`src/design/afd_pkg.sv`:
```
// Shared types and constants for the serial frame deframer.
package afd_pkg;

  localparam int AxisCountDefault = 5;
  localparam int NumAxisOut       = 5;
  localparam int AxisW            = 9;
  localparam int ByteW            = 8;
  localparam int AddrW            = 3;
  localparam int DataW            = 32;

  localparam logic [ByteW-1:0] StartMarkerReset = 8'h7E;
  localparam logic [ByteW-1:0] AbortMarkerReset = 8'h0A;

  // register index, taken from paddr[2]
  localparam logic RegStart = 1'b0;
  localparam logic RegAbort = 1'b1;

  // one decoded byte: store update and frame flags
  typedef struct packed {
    logic                    wr_en;
    logic [ByteW-1:0]        wr_id;
    logic signed [AxisW-1:0] wr_value;
    logic                    complete;
    logic                    aborted;
  } afd_upd_t;

endpackage

```
`src/design/axis_frame_deframer_unit.sv`:
```
// Top level of the serial frame deframer: input register, parser, store, result flags, APB.
//
//   channel | direction | handshake          | payload
//   in      | input     | in_valid/in_stall   | rx_byte
//   out     | output    | out_valid/out_stall | axis_0..axis_4, frame_complete, frame_aborted
//   cfg     | input     | APB psel/penable    | start_marker (0x0), abort_marker (0x4)
//
// A byte is held in the input register, passes the single parse step and its result is registered;
// one byte per cycle is sustained while out_stall does not hold the result.
// Reset clears the phase, the captured id and sign, all axis values and both markers
// to their defaults. A stalled result holds the axis values and flags; the input register
// keeps accepting until it is full behind it.
module axis_frame_deframer_unit #(
  parameter int AXIS_COUNT = afd_pkg::AxisCountDefault
) (
  input  logic                               clk,
  input  logic                               rst,
  input  logic                               in_valid,
  output logic                               in_stall,
  input  logic [afd_pkg::ByteW-1:0]          rx_byte,
  output logic                               out_valid,
  input  logic                               out_stall,
  output logic signed [afd_pkg::AxisW-1:0]   axis_0,
  output logic signed [afd_pkg::AxisW-1:0]   axis_1,
  output logic signed [afd_pkg::AxisW-1:0]   axis_2,
  output logic signed [afd_pkg::AxisW-1:0]   axis_3,
  output logic signed [afd_pkg::AxisW-1:0]   axis_4,
  output logic                               frame_complete,
  output logic                               frame_aborted,
  input  logic                               psel,
  input  logic                               penable,
  input  logic                               pwrite,
  input  logic [afd_pkg::AddrW-1:0]          paddr,
  input  logic [afd_pkg::DataW-1:0]          pwdata,
  output logic [afd_pkg::DataW-1:0]          prdata,
  output logic                               pready
);
  import afd_pkg::*;

  logic [ByteW-1:0]        start_marker;
  logic [ByteW-1:0]        abort_marker;
  logic                    in_full;
  logic [ByteW-1:0]        in_byte;
  logic                    advance;
  afd_upd_t                upd;
  logic signed [AxisW-1:0] axis_out [NumAxisOut];

  // configuration port
  assign pready = 1'b1;
  assign prdata = (paddr[2] == RegAbort) ? DataW'(abort_marker) : DataW'(start_marker);

  always_ff @(posedge clk) begin
    if (rst) begin
      start_marker <= StartMarkerReset;
      abort_marker <= AbortMarkerReset;
    end else if (psel && penable && pwrite && pready) begin
      case (paddr[2])
        RegStart: start_marker <= pwdata[ByteW-1:0];
        RegAbort: abort_marker <= pwdata[ByteW-1:0];
        default:  ;
      endcase
    end
  end

  // advance the held byte whenever the result register is free or being drained
  assign advance  = in_full && (!out_valid || !out_stall);
  assign in_stall = in_full && !advance;

  always_ff @(posedge clk) begin
    if (rst) begin
      in_full <= 1'b0;
    end else if (!in_stall) begin
      in_full <= in_valid;
    end
  end

  always_ff @(posedge clk) begin
    if (in_valid && !in_stall) in_byte <= rx_byte;
  end

  afd_parser u_parser (
    .clk          (clk),
    .rst          (rst),
    .advance      (advance),
    .rx_byte      (in_byte),
    .start_marker (start_marker),
    .abort_marker (abort_marker),
    .upd          (upd)
  );

  afd_axis_store #(
    .AXIS_COUNT (AXIS_COUNT)
  ) u_store (
    .clk      (clk),
    .rst      (rst),
    .advance  (advance),
    .upd      (upd),
    .axis_out (axis_out)
  );

  // result flags; the axis values are the store itself and update in the same edge
  always_ff @(posedge clk) begin
    if (rst) begin
      out_valid <= 1'b0;
    end else if (advance) begin
      out_valid <= 1'b1;
    end else if (!out_stall) begin
      out_valid <= 1'b0;
    end
  end

  always_ff @(posedge clk) begin
    if (advance) begin
      frame_complete <= upd.complete;
      frame_aborted  <= upd.aborted;
    end
  end

  assign axis_0 = axis_out[0];
  assign axis_1 = axis_out[1];
  assign axis_2 = axis_out[2];
  assign axis_3 = axis_out[3];
  assign axis_4 = axis_out[4];

endmodule

```
`src/design/afd_parser.sv`:
```
// Frame parser: phase tracking, id and sign capture, per-byte decode.
module afd_parser (
  input  logic                  clk,
  input  logic                  rst,
  input  logic                  advance,
  input  logic [7:0]            rx_byte,
  input  logic [7:0]            start_marker,
  input  logic [7:0]            abort_marker,
  output afd_pkg::afd_upd_t     upd
);
  import afd_pkg::*;

  typedef enum logic [1:0] {
    PH_WAIT,
    PH_ID,
    PH_SIGN,
    PH_MAG
  } phase_t;

  phase_t           phase, phase_next;
  logic [ByteW-1:0] captured_id, captured_id_next;
  logic             captured_negative, captured_negative_next;
  logic             is_abort;

  assign is_abort = (rx_byte == abort_marker);

  always_comb begin
    phase_next             = phase;
    captured_id_next       = captured_id;
    captured_negative_next = captured_negative;
    upd.wr_en              = 1'b0;
    upd.wr_id              = captured_id;
    upd.complete           = 1'b0;
    upd.aborted            = 1'b0;
    // negate as a 9-bit value; zero magnitude stays zero
    upd.wr_value = captured_negative ? -$signed({1'b0, rx_byte}) : $signed({1'b0, rx_byte});
    case (phase)
      PH_WAIT: begin
        if (rx_byte == start_marker) phase_next = PH_ID;
      end
      PH_ID: begin
        if (is_abort) begin
          upd.aborted = 1'b1;
          phase_next  = PH_WAIT;
        end else begin
          captured_id_next = rx_byte;
          phase_next       = PH_SIGN;
        end
      end
      PH_SIGN: begin
        if (is_abort) begin
          upd.aborted = 1'b1;
          phase_next  = PH_WAIT;
        end else begin
          captured_negative_next = (rx_byte == '0);
          phase_next             = PH_MAG;
        end
      end
      PH_MAG: begin
        if (is_abort) begin
          upd.aborted = 1'b1;
        end else begin
          upd.complete = 1'b1;
          upd.wr_en    = 1'b1;
        end
        phase_next = PH_WAIT;
      end
      default: phase_next = PH_WAIT;
    endcase
  end

  always_ff @(posedge clk) begin
    if (rst) begin
      phase             <= PH_WAIT;
      captured_id       <= '0;
      captured_negative <= 1'b0;
    end else if (advance) begin
      phase             <= phase_next;
      captured_id       <= captured_id_next;
      captured_negative <= captured_negative_next;
    end
  end

endmodule

```
`src/design/afd_axis_store.sv`:
```
// Axis value registers, written on a completed frame with an id in range.
module afd_axis_store #(
  parameter int AXIS_COUNT = afd_pkg::AxisCountDefault
) (
  input  logic                         clk,
  input  logic                         rst,
  input  logic                         advance,
  input  afd_pkg::afd_upd_t            upd,
  output logic signed [afd_pkg::AxisW-1:0] axis_out [afd_pkg::NumAxisOut]
);
  import afd_pkg::*;

  logic signed [AxisW-1:0] store [AXIS_COUNT];

  // ids at or above AXIS_COUNT match no entry and leave the store alone
  always_ff @(posedge clk) begin
    for (int j = 0; j < AXIS_COUNT; j++) begin
      if (rst) begin
        store[j] <= '0;
      end else if (advance && upd.wr_en && (upd.wr_id == ByteW'(j))) begin
        store[j] <= upd.wr_value;
      end
    end
  end

  for (genvar j = 0; j < NumAxisOut; j++) begin : g_out
    if (j < AXIS_COUNT) begin : g_live
      assign axis_out[j] = store[j];
    end else begin : g_zero
      assign axis_out[j] = '0;
    end
  end

endmodule

```
`config.mk`:
```
export PLATFORM = sky130hd
export DESIGN_NAME = axis_frame_deframer_unit
export DESIGN_NICKNAME = d
export VERILOG_FILES = /design/src/design/afd_pkg.sv /design/src/design/axis_frame_deframer_unit.sv /design/src/design/afd_parser.sv /design/src/design/afd_axis_store.sv
export SDC_FILE = /design/constraint.sdc
export NUM_CORES = 1
export LEC_CHECK = 0
export ABC_AREA = 1
export BUFFER_PORTS_ARGS = -buffer_cell sky130_fd_sc_hd__buf_4
export CORE_MARGIN = 2
export CORE_UTILIZATION = 39
export CTS_CLUSTER_DIAMETER = 200
export DETAILED_ROUTE_END_ITERATION = 8
export PLACE_DENSITY = 0.74
export SYNTH_ARGS = -nofsm -noshare
export SYNTH_HDL_FRONTEND = slang
export SYNTH_SLANG_ARGS = --single-unit
```
`constraint.sdc`:
```
create_clock -name clk -period 5.4 [get_ports clk]
set_input_delay 0 -clock clk [delete_from_list [all_inputs] [get_ports clk]]
set_output_delay 0 -clock clk [all_outputs]
set_load 0.1 [all_outputs]
```
==> run summary <==
Once layout is complete, the cells apart from fillers number 666. The vias per cell was 4.69; the share of the core filled with cells was 49.0%. In this run the number of H-tree levels came out at 3. The antenna cell count was 0; the clock period minus final worst setup slack was 2.16 ns. For this configuration, the core starts out at a cell density of 39.6%.

Across the routed clock network, the largest skew measured is 0.00750 ns. The worst setup path is launched from a register. The number of antenna violations at the first check in global routing was 0. The category of the most critical setup path was register to register. Nature of the critical path endpoint: a register. After detailed routing, the average wire length per cell comes to 12.5 um. The number of ports placed on the die boundary was 132; the area used by sequential logic in the layout was 2230 sq um. The tool flagged a number of max-cap violations equal to 0. The global router's overall resource usage is 15.5%, and the weighted congestion reported at the end of routability-driven placement is 0.826. Dividing the final minimum period by the clock period gives 40.0%. At the pin with the least slew margin, the transition time is 1.01 ns.

For the count of cells resized by post-cts repair, the log shows 0. The post-layout worst setup margin was 3.24 ns; the area share of the largest cell type after synthesis was 40.9%. The net load switching power is 515 uW. For the count of warnings emitted by yosys, the log shows 0. Entering global routing, the biggest net connects 54 pins.

The first global-routing pass estimated 13300 um of wire. The completed layout was analyzed and its total power is 1.49 mW. By count the netlist is led by nand2_1 (100), edfxtp_1 (55), nor2_1 (45). After clock tree synthesis, the clock-pin slew on the worst setup and hold paths is 0.08 ns. The routed design has 8350 um of wire. The cell area power density was 299 nW/um^2. In this run the remaining antenna-violating nets after routing total 0.

In this run the cell area measured after placement is 4610 sq um. Final max-slew violation count: 0. The flow ran to the end, and the final reports show no timing, DRC or antenna violations.

The highest net fanout along the worst path works out to 8. TritonCTS built the clock tree. The post-route netlist has 22.3% of its cells at a drive strength greater than 1. For this run, the leading register cell type out of synthesis is edfxtp_1.

Across all hold checks on the routed design, the worst slack comes to 0.113 ns. The detailed placement HPWL was 6000 um. Sequential share of power: 48.1%. Counting flops with an async set or reset pin after synthesis yields a share of 0%.

After detailed placement, the design holds a cell count of 632. The number of global-route vias before repair was 2790. The data arrival time of the critical path was 2.24 ns; the register-to-register path setup slack was 3.24 ns.

The clock network is responsible for 30.8% of the overall power. The number of DRC violations after detailed-routing iteration 0 was 156. Counting every instance in the synthesized netlist gives 433. Cell taking the most area after synthesis: edfxtp_1. The number of clock sinks came out at 84.

Setup repair after global routing left no endpoint under its margin. The region available for standard cell placement spans 10200 sq um. Type of the worst min-delay path: input port to register. The floorplan step set the die height to 106 um. The total DRC errors in the routed layout was 0. Per report_power, the combinational group accounts for 21.2% of the total.

The vias after detailed routing is 3121, and the area of the multi-input gates is 1450 sq um. The die is 106 um wide. Internal power comes to 978 uW. The filler cells instantiated in the layout total 961.

Buffers placed on the I/O ports in this run total 80. After routing the design area is 4990 sq um. In the post-synthesis netlist, the biggest area contributors are edfxtp_1 (41%), dfxtp_1 (14%), nand2_1 (9.3%), buf_4 (4.8%), nor3_1 (4.3%). The run gives 0 as the hold violation count in the final report. Across the VDD grid, the largest voltage drop is 179 uV. Dividing the synthesized area by the synthesized cell count gives 9.32 sq um. In this run the core area contains 37 standard-cell rows.

For this run, the register share of the synthesized area comes to 55.3%. The flip-flop and latch count after synthesis is 84. Clock latency of the later-clocked register in the worst-skew pair: 0.36 ns. The run gives 0 as the total congestion overflow. For the number of detailed-routing iterations run before antenna repair, the log shows 5. The floorplan step defined a die boundary enclosing 11200 sq um. Counting flops with a built-in enable in the synthesized netlist gives 55.

After synthesis the cells add up to 4040 sq um. Derived from the worst setup path, the maximum achievable clock frequency is 463 MHz. The final layout contains 576 nets.

The tools report the number of setup violations in the final report as 0. The worst pin sits at a relative slew slack of 31.9%. No sink is reached through more buffers than the 2 on the longest clock path. The netlist uses 27 different library cells. The total CTS buffers came out at 9. In the post-synthesis netlist, the cell with the most instances is nand2_1. Data on the critical path is required at its endpoint by 5.48 ns. The analysis attributes to cell leakage a power of 2.18 nW.

The switching share of power was 34.5%; the layout-stage area growth over the synthesis result was 23.7%. The run gives 0 ns as the total negative slack for setup checks. Clock tree synthesis selected as its root buffer the cell clkbuf_8. The worst setup timing slack at the placement stage was 3.08 ns.
==> worst paths after layout <==
check | startpoint | to | cells after the start
worst max-delay path | in_byte[0]$_DFFE_PP_ | u_store.store[0][1]$_SDFFCE_PN0P_ | 4
worst min-delay path | penable | abort_marker[3]$_SDFFE_PP1P_ | 5
worst max register to register | in_byte[0]$_DFFE_PP_ | u_store.store[0][1]$_SDFFCE_PN0P_ | 4
worst min register to register | in_full$_SDFFE_PP0N_ | out_valid$_SDFFE_PP0P_ | 2
==> power groups by stage <==
stage               Clock, mW  Sequential (mW)  Combinational (mW)
finish                  0.459            0.717               0.316
floorplan                   0            0.822               0.174
global route            0.486            0.720               0.330
CTS                     0.466            0.718               0.316
global placement            0            0.732               0.303
detailed placement          0            0.733               0.305
==> sequential cells by signal, indices dropped and copies added (netlist names) <==
| register | count |
|---|---|
| start_marker | 8 |
| frame_complete | 1 |
| abort_marker | 8 |
| out_valid | 1 |
| frame_aborted | 1 |
| u_store.store | 45 |
| u_parser.phase | 2 |
| in_full | 1 |
| in_byte | 8 |
| u_parser.captured_id | 8 |
| u_parser.captured_negative | 1 |
==> area by class of cell <==
type	count	share of cell area [%]
flip-flops and latches	84	44.7
multi-input cells	289	29.0
repair buffers	98	15.6
well taps	136	3.41
inverters	43	3.23
clock buffers	10	2.56
clock inverters	6	1.43
==> layout by cell type (no fill, tap or decap), types with 3 or more instances in the layout <==
master and n:
nand4_1 3, xor2_1 3, xnor2_1 8, inv_1 36
inv_2 4, nor3_1 35, nand3_1 15, buf_4 80
dlygate4sd3_1 18, nand2_1 100, o21ai_0 20, conb_1 25
edfxtp_1 55, clkinv_1 3, dfxtp_1 29, nor3_2 11
clkbuf_8 9, a21oi_1 13, nand4_4 5, nor2_1 45
==> routing by layer <==
metal	global-route usage, %	up-vias	wire, um
met5	0	-	0
met4	4.70	0	80
met3	5.26	11	813
met2	25.3	155	3800
met1	19.4	1399	3650
li1	-	1556	-
==> logic make-up after synthesis <==
kind of cell	Yosys count	share of synthesized area (%)
buf+inv	83	10.9
other cells	2	0.186
compound gates	35	4.47
flops	84	55.3
xor+xnor	11	2.39
fa+ha+maj	1	0.310
simple gates	217	26.4
==> critical path, stage by stage, from the launching register on <==
cell      delay [ns]
edfxtp_1        0.47
inv_2           0.23
ha_1            0.27
o21ai_0         0.80
nor3_1          0.10
==> timing repair <==
action | CTS | global route
endpoints found under the hold margin | 26 | 0
setup endpoints to repair | 0 | 0
buffers inserted | 0 | 0
hold buffers | 18 | 0
(Power assumes the default switching activity.)
